**config.mk**
```make
export PLATFORM = sky130hd
export DESIGN_NAME = erg_divider
export DESIGN_NICKNAME = d
export VERILOG_FILES = /design/src/hdl/erg_pkg.sv /design/src/hdl/erg_divider.sv
export SDC_FILE = /design/constraint.sdc
export NUM_CORES = 1
export LEC_CHECK = 0
export BUFFER_PORTS_ARGS = -buffer_cell sky130_fd_sc_hd__buf_2
export CAP_MARGIN = 10
export CORE_MARGIN = 1
export CORE_UTILIZATION = 40
export DETAILED_ROUTE_END_ITERATION = 10
export GPL_TIMING_DRIVEN = 1
export PLACE_DENSITY = 0.62
export SLEW_MARGIN = 0
export SYNTH_ARGS = -nofsm -noshare
export SYNTH_HDL_FRONTEND = slang
export SYNTH_SLANG_ARGS = --single-unit
```
**constraint.sdc**
```tcl
create_clock -name clk -period 2.6 [get_ports clk]
set_clock_uncertainty 0.05 [all_clocks]
set_input_delay 0.13 -clock clk [delete_from_list [all_inputs] [get_ports clk]]
set_output_delay 0.13 -clock clk [all_outputs]
set_load 0.05 [all_outputs]
```
**src/hdl/erg_pkg.sv**
```systemverilog
// ----------------------------------------------------------------------------
// erg_pkg
// shared widths and types for the euclidean rhythm generator
// ----------------------------------------------------------------------------
`timescale 1ns / 1ps
package erg_pkg;
  localparam int unsigned CNT_W = 7;
  typedef logic [CNT_W-1:0] cnt_t;
endpackage

```
**src/hdl/erg_divider.sv**
```systemverilog
// ----------------------------------------------------------------------------
// erg_divider
// restoring divider, one quotient bit per cycle
// ----------------------------------------------------------------------------
`timescale 1ns / 1ps
module erg_divider (
  input  logic           clk,
  input  logic           rst_n,
  input  logic           go,
  input  erg_pkg::cnt_t  dividend,
  input  erg_pkg::cnt_t  divisor,
  output logic           done,
  output erg_pkg::cnt_t  quotient,
  output erg_pkg::cnt_t  remainder
);
  import erg_pkg::*;

  logic [2:0]   bit_r;
  logic         run_r;
  cnt_t         q_r;
  cnt_t         rm_r;
  cnt_t         dv_r;
  logic [CNT_W:0] trial;

  assign trial = {rm_r, q_r[CNT_W-1]} - {1'b0, dv_r};

  always_ff @(posedge clk) begin
    if (!rst_n) begin
      run_r <= 1'b0;
      done  <= 1'b0;
      bit_r <= '0;
    end else begin
      done <= !go && run_r && (bit_r == '0);
      if (go) begin
        run_r <= 1'b1;
        bit_r <= 3'(CNT_W - 1);
        q_r   <= dividend;
        rm_r  <= '0;
        dv_r  <= divisor;
      end else if (run_r) begin
        if (!trial[CNT_W]) begin
          rm_r <= trial[CNT_W-1:0];
          q_r  <= {q_r[CNT_W-2:0], 1'b1};
        end else begin
          rm_r <= {rm_r[CNT_W-2:0], q_r[CNT_W-1]};
          q_r  <= {q_r[CNT_W-2:0], 1'b0};
        end
        if (bit_r == '0) begin
          run_r <= 1'b0;
        end else begin
          bit_r <= bit_r - 3'd1;
        end
      end
    end
  end

  assign quotient  = q_r;
  assign remainder = rm_r;
endmodule

```
==> results of run 1 <==
[worst max-delay path, delay by kind of cell (launching register included)]
family                   cells  cell delay, ns
flip-flops                   1            0.47
AND/OR/NAND/NOR              2            0.72
adder cells (fa/ha/maj)      1            0.31
AO/OA/AOI/OAI                3            0.69
[layout by cell type (no fill, tap or decap), drive strengths merged, types with 3 or more instances in the layout]
master / count
nand2b: 3
mux2: 6
nor2b: 4
edfxtp: 21
inv: 8
a21oi: 13
o21a: 7
nand2: 3
dlygate4sd3: 8
dfxtp: 5
nand3: 3
buf: 31
a21o: 3
clkbuf: 4
o21ai: 11
ha: 7
[cells by family (layout without fill, tap and decap cells)]
family | after synthesis | after routing | synth area share, %
mux | 6 | 6 | 4.69
simple gates | 24 | 24 | 9.64
xor+xnor | 2 | 2 | 1.22
flops | 26 | 26 | 50.7
compound gates | 46 | 46 | 22.9
buf+inv | 10 | 51 | 3.30
fa+ha+maj | 8 | 8 | 7.47
[cell type report]
type / count / area [µm²]
multi-input cells: 86 / 662
flip-flops and latches: 26 / 731
inverters: 8 / 30.0
clock buffers: 4 / 47.5
fillers: 313 / 1630
repair buffers: 39 / 235
well taps: 46 / 57.6
[per-stage QoR]
| step | worst slack [ns] | instance area, µm² | utilization [%] | hold WS [ns] | power [mW] |
|---|---|---|---|---|---|
| 2_1_floorplan | 0.151 | 1440 | - | 0.179 | 0.781 |
| 3_3_place_gp | 0.328 | 1640 | 48.2 | 0.256 | 0.848 |
| 3_5_place_dp | 0.259 | 1640 | 48.2 | 0.258 | 0.855 |
| 4_1_cts | 0.205 | 1760 | 52.0 | 0.0269 | 1.11 |
| 5_1_grt | 0.0998 | 1760 | 52.0 | 0.0366 | 1.15 |
| 6_report | 0.218 | 1760 | 52.0 | 0.0400 | 1.09 |
[Yosys cell counts]
library cell | count | area, µm²
inv_1 | 8 | 30.0
a211o_1 | 1 | 8.76
a211oi_1 | 1 | 7.51
and2_1 | 1 | 6.26
a311oi_1 | 1 | 8.76
fa_1 | 1 | 20.0
nand2b_1 | 3 | 18.8
a221o_1 | 1 | 10.0
or4b_1 | 1 | 10.0
or3_1 | 1 | 6.26
nand2_1 | 3 | 11.3
nor3b_1 | 1 | 7.51
and2_2 | 1 | 7.51
ha_1 | 7 | 87.6
o31ai_4 | 1 | 21.3
xnor2_1 | 2 | 17.5
nor4_1 | 1 | 6.26
o31ai_1 | 1 | 7.51
a21o_1 | 1 | 7.51
a31o_1 | 1 | 8.76
a2111oi_1 | 1 | 10.0
o31a_1 | 1 | 8.76
a21oi_1 | 13 | 65.1
o211a_4 | 1 | 17.5
o211ai_1 | 1 | 7.51
a31oi_2 | 1 | 12.5
mux2_2 | 6 | 67.6
a21o_2 | 2 | 17.5
dfxtp_1 | 5 | 100
nor3_1 | 2 | 10.0
o21a_1 | 7 | 52.6
o21ai_2 | 1 | 8.76
clkbuf_1 | 1 | 3.75
and3_2 | 1 | 7.51
nor2b_1 | 4 | 25.0
o21ai_0 | 10 | 50.1
nor2_1 | 2 | 7.51
nand3_1 | 3 | 15.0
edfxtp_1 | 21 | 631
clkbuf_8 | 1 | 13.8
[power groups by stage]
stage                     clock (mW)  combinational, mW  sequential [mW]
after floorplan                    0              0.197            0.584
after global placement             0              0.327            0.521
after detailed placement           0              0.333            0.522
after CTS                      0.250              0.343            0.513
after global routing           0.256              0.377            0.518
final                          0.235              0.341            0.512
[how the worst max path moves through the flow]
stage                                     from                    endpoint  slack, ns  cells after the start
global placement    remainder[0]$_SDFFCE_PP0P_  remainder[3]$_SDFFCE_PP0P_       0.33                      6
finish              remainder[0]$_SDFFCE_PP0P_  remainder[3]$_SDFFCE_PP0P_       0.22                      6
floorplan           remainder[0]$_SDFFCE_PP0P_  remainder[3]$_SDFFCE_PP0P_       0.15                      6
global route        remainder[0]$_SDFFCE_PP0P_  remainder[3]$_SDFFCE_PP0P_        0.1                      6
CTS                 remainder[0]$_SDFFCE_PP0P_  remainder[3]$_SDFFCE_PP0P_       0.21                      6
detailed placement  remainder[0]$_SDFFCE_PP0P_  remainder[3]$_SDFFCE_PP0P_       0.26                      6
[flip-flops by register name, summed over array words and instances (netlist names)]
| name | count |
|---|---|
| quotient | 7 |
| remainder | 7 |
| bit_r | 3 |
| done | 1 |
| dv_r | 7 |
| run_r | 1 |
[per-layer routing]
layer  up-vias  track usage (%)  share of wire [%]
met4         0             6.03                1.3
li1        553                -                  -
met2        24             30.1                 51
met1       516             19.2                 43
met5         -                0                  0
met3         4             2.90                4.3
==> flow_summary_export.csv, run 1 <==
group,metric,value,unit
yosys,syn_area_per_cell,11.8,µm²
setup_path,slowest_delay,0.56,ns
power_and_ir_drop,power.switching,0.348,mW
clock_network,htreeDepth,1,
power_and_ir_drop,pwr-share-clk,21.6,%
clock_network,cts_setup_buffers,0,
global_route,grt_pass1_wl,4580,µm
setup_path,cp-start-kind,"register",
power_and_ir_drop,peakVddDrop,284,µV
hold_path,hp-start,"dividend[0]",
timing,relSlewSlack,55.7,%
setup_path,path_cells,"ha_1, nor2b_1, o31ai_4, a31oi_2, or4b_1, a21oi_1",
floorplan,coreArea,3390,µm²
yosys,yosys_warnings,0,
placed_design,dp_cells,197,
clock_network,clock_path_buffers,2,
setup_path,r2r-end,"remainder[3]$_SDFFCE_PP0P_",
clock_network,clk_latency,0.32,ns
drt,detail_route.wl_per_cell,13.4,µm
setup_path,cp-end-kind,"register",
hold_path,hold_path_depth,3,
clock_network,postCtsResizedCells,0,
setup_path,reg2reg_depth,6,
timing,hold_viol,0,
yosys,synth_nets,147,
placed_design,gp_congestion,0.869,
drt,vias_per_cell,5.25,
setup_path,path_max_fanout,9,
global_route,gr-usage-all-layers,16.5,%
timing,finalCriticalPeriod,2.38,ns
clock_network,path_clk_slew,0.14,ns
timing,drv_slew,0,
outcome,status,"finished clean",
floorplan,initial_core_util,42.5,%
global_route,grt_max_degree,22,
yosys,netlist_area,1440,µm²
power_and_ir_drop,p_sw_share,31.9,%
run,max_cap_viol_count,0,
setup_path,slowest_stage,"or4b_1",
global_route,grt-ovfl-total,0,
placed_design,dp_hpwl,2140,µm
cells_and_area,final_cells,209,
global_route,grt_pass1_vias,1084,
yosys,synth_cells,122,
timing,tns,0,ns
power_and_ir_drop,p_seq_share,47.1,%
drt,ant_nets,0,
floorplan,dieArea,3840,µm²
clock_network,cts_buffers,3,
setup_path,critical_path_class,"reg -> reg",
cells_and_area,drive_above_1_share,30.1,%
yosys,yosysSeqAreaShare,50.7,%
floorplan,io_pins,32,
drt,drc,0,
drt,dr_total_vias,1097,
yosys,ys_types,40,
hold_path,hold_path_class,"in -> reg",
power_and_ir_drop,powerDensity,617,nW/µm²
power_and_ir_drop,combPwrFrac,31.3,%
drt,routed_wl,2800,µm
global_route,antenna_found_initial,0,
floorplan,die_h,62,µm
drt,drt-initial-drc-count,45,
setup_path,critPathRequiredTime,2.73,ns
clock_network,clockRootBuffer,"clkbuf_4",
floorplan,die_x,62,µm
cells_and_area,area_delta_synth_final,22.4,%
floorplan,num_rows,21,
setup_path,r2r_start,"remainder[0]$_SDFFCE_PP0P_",
setup_path,worstPathArrival,2.51,ns
cells_and_area,antennaDiodeCount,0,
timing,fmax,420,MHz
timing,worst_slew_pin_slew,0.664,ns
hold_path,hold_end,"quotient[0]$_DFFE_PP_",
power_and_ir_drop,intPower,0.741,mW
timing,min_period_over_period,91.6,%
clock_network,cts_num_sinks,26,
timing,rsz0062_at_grt,"false",
power_and_ir_drop,p_leak,0.704,nW
yosys,synth-seq-cells,26,
placed_design,io_buffers,31,
clock_network,cts_tree,"done",
setup_path,reg2reg_slack,0.22,ns
timing,setup_viol,0,
clock_network,cts_hold_buf,8,
drt,dr.pass1.iters,4,
cells_and_area,fin_nets,189,
Power figures use the tool's default switching activity.
==> inputs of run 2 (changes only) <==
Settings changed: ABC_AREA from default to 0, CELL_PAD_IN_SITES_DETAIL_PLACEMENT from default to 1, CELL_PAD_IN_SITES_GLOBAL_PLACEMENT from default to 1, PLACE_DENSITY 0.62 to 0.75, SKIP_CTS_REPAIR_TIMING from default to 1.
==> run 2 against run 1 <==
Maximum frequency fell by 1.4%. Critical path depth unchanged. Non-clock buffer count unchanged. Wire length rose by 12%. Design area shrank 0.64%. Critical path type unchanged. Highest routed layer unchanged.
==> flow_summary_export.csv, run 2 (synthesis gave the netlist of run 1 again) <==
group,metric,value,unit
clock_network,cts_num_sinks,26,
placed_design,gp_congestion,0.865,
setup_path,critPathRequiredTime,2.73,ns
power_and_ir_drop,p_seq_share,48.1,%
setup_path,cp-end-kind,"register",
clock_network,cts_buffers,3,
clock_network,cts_tree,"done",
setup_path,slowest_stage,"or4b_1",
cells_and_area,nFillCells,373,
global_route,grt_pass1_wl,4860,µm
power_and_ir_drop,combPwrFrac,32.8,%
timing,finalCriticalPeriod,2.42,ns
setup_path,slowest_delay,0.56,ns
cells_and_area,layout_common_cells,"31 x buf_2, 21 x edfxtp_1, 13 x a21oi_1",
power_and_ir_drop,peakVddDrop,251,µV
clock_network,clock_path_buffers,2,
placed_design,io_buffers,31,
drt,dr_total_vias,1122,
setup_path,critPathLaunch,"remainder[0]$_SDFFCE_PP0P_",
clock_network,clk_latency,0.32,ns
timing,relSlewSlack,55.9,%
power_and_ir_drop,intPower,0.710,mW
outcome,status,"finished clean",
hold_path,hold_path_class,"in -> reg",
setup_path,cp_top_family,"simple AND/OR/NAND/NOR gates",
timing,fmax,414,MHz
cells_and_area,regArea,731,µm²
cells_and_area,multi_input_area,662,µm²
setup_path,reg2reg_depth,6,
setup_path,path_max_fanout,9,
cells_and_area,area_delta_synth_final,21.6,%
floorplan,initial_core_util,42.5,%
setup_path,reg2reg_slack,0.18,ns
clock_network,clockRootBuffer,"clkbuf_4",
global_route,grt_max_degree,22,
timing,drv_slew,0,
cells_and_area,drive_above_1_share,30.1,%
timing,tns,0,ns
setup_path,path_depth,6,
floorplan,die_x,62,µm
timing,setup_viol,0,
setup_path,r2r_start,"remainder[0]$_SDFFCE_PP0P_",
run,max_cap_viol_count,0,
setup_path,worstPathArrival,2.55,ns
global_route,grt_pass1_vias,1112,
drt,routed_wl,3120,µm
timing,hold_viol,0,
global_route,antenna_found_initial,0,
floorplan,dieArea,3840,µm²
setup_path,crit_buf_inv,0,
clock_network,htreeDepth,1,
floorplan,num_rows,21,
setup_path,crit_path_end,"remainder[3]$_SDFFCE_PP0P_",
setup_path,cp-start-kind,"register",
timing,worst_slew_pin_slew,0.661,ns
global_route,gr-usage-all-layers,17.7,%
drt,detail_route.wl_per_cell,14.9,µm
power_and_ir_drop,power,1.07,mW
setup_path,path_cells,"ha_1, nor2b_1, o31ai_4, a31oi_2, or4b_1, a21oi_1",
cells_and_area,final_common_cell,"buf_2",
power_and_ir_drop,powerDensity,609,nW/µm²
setup_path,r2r-end,"remainder[3]$_SDFFCE_PP0P_",
power_and_ir_drop,pwr-share-clk,19.1,%
timing,min_period_over_period,92.9,%
timing,rsz0062_at_grt,"false",
floorplan,io_pins,32,
drt,ant_nets,0,
power_and_ir_drop,p_sw_share,33.4,%
drt,drc,0,
placed_design,dp_hpwl,2380,µm
cells_and_area,antennaDiodeCount,0,
drt,dr.pass1.iters,3,
setup_path,critical_path_class,"reg -> reg",
drt,drt-initial-drc-count,20,
power_and_ir_drop,p_leak,0.699,nW
drt,vias_per_cell,5.37,
clock_network,path_clk_slew,0.13,ns
floorplan,die_h,62,µm
power_and_ir_drop,power.switching,0.357,mW
floorplan,coreArea,3390,µm²
cells_and_area,fin_nets,189,
global_route,grt-ovfl-total,0,
-- run 2: changes by cell type in the layout (fill, tap and decap cells not counted) --
| cell | delta |
|---|---|
| clkbuf_16 | -1 |
| clkbuf_8 | +1 |
-- run 2: cell type report --
type                            count  share of cell area [%]
Sequential cell                    26                    41.7
Multi-Input combinational cell     86                    37.8
Timing Repair Buffer               39                    13.4
Tap cell                           46                    3.29
Clock buffer                        4                    2.07
Inverter                            8                    1.71
-- run 2: how the worst min path moves through the flow --
| stage | cells after the start | startpoint | slack (ns) | end |
|---|---|---|---|---|
| after floorplan | 0 | divisor[0] | 0.18 | dv_r[0]$_DFFE_PP_ |
| after global placement | 1 | divisor[0] | 0.26 | dv_r[0]$_DFFE_PP_ |
| after detailed placement | 1 | divisor[3] | 0.26 | dv_r[3]$_DFFE_PP_ |
| after CTS | 1 | divisor[3] | -0.10 | dv_r[3]$_DFFE_PP_ |
| after global routing | 2 | dividend[6] | 0.03 | quotient[6]$_DFFE_PP_ |
| final | 2 | dividend[1] | 0.05 | quotient[1]$_DFFE_PP_ |
-- run 2: power by group through the flow --
stage               clock network, mW  logic (mW)  registers, mW
floorplan                           0       0.197          0.584
global placement                    0       0.329          0.521
detailed placement                  0       0.341          0.523
CTS                             0.215       0.343          0.513
global route                    0.222       0.377          0.518
finish                          0.203       0.350          0.513
-- run 2: through the flow --
stage / setup WS (ns) / instances / hold WS [ns] / util, % / cell area, µm²
after floorplan: 0.151 / 122 / 0.179 / - / 1440
after global placement: 0.300 / 197 / 0.256 / 48.2 / 1640
after detailed placement: 0.187 / 197 / 0.259 / 48.2 / 1640
after CTS: 0.166 / 201 / -0.101 / 49.3 / 1670
after global routing: 0.0753 / 209 / 0.0348 / 51.7 / 1750
final: 0.184 / 209 / 0.0507 / 51.7 / 1750
-- run 2: metal layers --
layer	track usage [%]	share of wire (%)	vias to the layer above
met3	3.52	2.4	5
met4	6.67	1.4	0
met5	0	0	-
met2	31.5	54	17
met1	21.1	42	551
li1	-	-	549
==> inputs of run 3 (changes only) <==
Settings changed: ABC_AREA 0 to 1, CELL_PAD_IN_SITES_DETAIL_PLACEMENT 1 to 2, CELL_PAD_IN_SITES_GLOBAL_PLACEMENT 1 to 2, CORE_UTILIZATION 40 to 31, PLACE_DENSITY 0.75 to 0.78.
==> run 3 against run 2 <==
Design area rose by 1.6%. Die area is 27% higher. Area after synthesis down 0.87%. Hold slack better by 0.015 ns. Synthesized cell count is 37% higher. Sequential power barely moved. Sequential share of layout area shrank 0.65 points. Wire length increased by 24%. Register-to-register slack better by 0.44 ns. Sequential cell count is the same. Via count rose by 8.6%. Cell count rose by 25%. Critical path type unchanged. Critical endpoint is now remainder[4]$_SDFFCE_PP0P_.
==> flow_summary_export.csv, run 3 <==
group,metric,value,unit
timing,worst_slew_pin_slew,0.522,ns
yosys,yosysMostFrequentCell,"nand2_1",
setup_path,path_max_fanout,3,
yosys,yosysTopAreaCell,"edfxtp_1",
global_route,grt_max_degree,16,
global_route,grt-ovfl-total,0,
drt,drt-initial-drc-count,21,
clock_network,clk_latency,0.28,ns
clock_network,htreeDepth,1,
yosys,syn_area_per_cell,8.55,µm²
floorplan,io_pins,32,
yosys,synth-seq-cells,26,
placed_design,io_buffers,31,
power_and_ir_drop,peakVddDrop,265,µV
placed_design,pre_cts_slack,0.638,ns
timing,finalWorstSetupSlack,0.621,ns
yosys,synth.area.top_cells,"edfxtp_1 44%, nand2_1 15%, dfxtp_1 7.0%",
placed_design,dp_hpwl,2990,µm
clock_network,clock_path_buffers,2,
cells_and_area,layout_common_cells,"58 x nand2_1, 31 x buf_2, 26 x inv_1",
yosys,netlist_area,1430,µm²
cells_and_area,final_common_cell,"nand2_1",
clock_network,path_clk_slew,0.09,ns
timing,setup_viol,0,
setup_path,critical_path_class,"reg -> reg",
floorplan,die_x,69.9,µm
yosys,yosys_warnings,0,
timing,drv_slew,0,
setup_path,critPathRequiredTime,2.59,ns
global_route,grt_pass1_vias,1366,
floorplan,initial_core_util,32.6,%
yosys,synth.top_cell.area_share,44.2,%
hold_path,hold_path_class,"in -> reg",
cells_and_area,final_cells,261,
drt,vias_per_cell,4.67,
global_route,gr-usage-all-layers,16.8,%
power_and_ir_drop,powerDensity,639,nW/µm²
drt,ant_nets,0,
setup_path,cp-end-kind,"register",
setup_path,slowest_stage,"edfxtp_1",
drt,dr.pass1.iters,3,
timing,min_period_over_period,76.1,%
yosys,async_reset_ff_share,0,%
setup_path,path_cells,"inv_1, ha_1, inv_1, fa_1, a21oi_1, xnor2_1, nor2_1, nor2_1",
timing,finalCriticalPeriod,1.98,ns
placed_design,dp_cells,250,
yosys,synthFlopType,"edfxtp_1",
timing,tns,0,ns
yosys,synth_common_cells,"58 x nand2_1, 26 x inv_1, 21 x edfxtp_1",
setup_path,cp-start-kind,"register",
placed_design,gp_congestion,0.717,
yosys,synth_nets,192,
global_route,grt_pass1_wl,6410,µm
outcome,status,"finished clean",
clock_network,clockRootBuffer,"clkbuf_8",
timing,rsz0062_at_grt,"false",
global_route,antenna_found_initial,0,
drt,dr_total_vias,1219,
drt,routed_wl,3860,µm
clock_network,cts_num_sinks,26,
cells_and_area,area_delta_synth_final,24.6,%
floorplan,dieArea,4880,µm²
floorplan,die_h,69.9,µm
clock_network,cts_buffers,3,
yosys,synth_edf_count,21,
yosys,yosysSeqAreaShare,51.2,%
drt,drc,0,
timing,relSlewSlack,65.2,%
timing,holdWs,0.0660,ns
cells_and_area,fin_util,40.6,%
clock_network,cts_tree,"done",
timing,fmax,505,MHz
setup_path,worstPathArrival,1.97,ns
drt,detail_route.wl_per_cell,14.8,µm
run,max_cap_viol_count,0,
cells_and_area,drive_above_1_share,22.5,%
cells_and_area,antennaDiodeCount,0,
setup_path,slowest_delay,0.42,ns
timing,hold_viol,0,
power_and_ir_drop,p_leak,0.891,nW
floorplan,num_rows,24,
yosys,ys_types,24,
floorplan,coreArea,4380,µm²
yosys,synth_cells,167,
cells_and_area,fin_nets,235,
==> run 3: cell types whose count changed after synthesis, moves of 4 or more <==
cell and change:
nor2_1 +15, mux2_2 -6, nand2_1 +55, a21oi_1 -10, nor2b_1 -4, nand2_2 +4
o21a_1 -7, o21ai_0 -8, inv_1 +18
==> run 3: worst max-delay path, delay by kind of cell, from the launching register on <==
kind / cells / cell delay (ns)
adders and majority gates: 2 / 0.57
DFF: 1 / 0.42
AOI/OAI and AO/OA: 1 / 0.22
and+or+nand+nor: 2 / 0.18
buffers and inverters: 2 / 0.17
xor gates and xnor gates: 1 / 0.12
==> run 3: through the flow <==
step                instance area, µm²  total power [mW]
detailed placement                1650             0.874
finish                            1780              1.14
CTS                               1710              1.15
floorplan                         1430             0.774
global placement                  1650             0.853
global route                      1780              1.21
==> run 3: report_power, final <==
group,internal [mW],switching (mW)
clock network,0.136,0.134
logic,0.114,0.241
registers,0.492,0.0216
==> run 3: cell families after synthesis <==
logic type,share of synthesized area (%)
AND/OR/NAND/NOR,28.2
buffers and inverters,7.45
flip-flops,51.2
AO/OA/AOI/OAI,3.77
adder cells (fa/ha/maj),7.54
XOR/XNOR,1.84
==> run 3: layer usage <==
layer  GRT usage (%)  up-vias  routed length [µm]
li1                -      613                   -
met1            20.1      582                1680
met2            30.3       19                2030
met3            1.88        5                  71
met4            7.33        0                  72
met5               0        -                   0
==> run 3: area by class of cell <==
type | count | area, µm²
timing repair buffer | 40 | 240
tap | 52 | 65.1
multi-input combinational | 113 | 591
inverter | 26 | 97.6
fill | 527 | 2610
sequential | 26 | 731
clock buffer | 4 | 55.1
==> run 3: worst paths after layout <==
check,from,end,slack [ns],cells past startpoint
worst max-delay path,quotient[6]$_DFFE_PP_,remainder[4]$_SDFFCE_PP0P_,0.62,8
worst min register to register,bit_r[1]$_SDFFE_PN0P_,bit_r[1]$_SDFFE_PN0P_,0.45,2
worst min-delay path,dividend[5],quotient[5]$_DFFE_PP_,0.07,3
worst max register to register,quotient[6]$_DFFE_PP_,remainder[4]$_SDFFCE_PP0P_,0.62,8
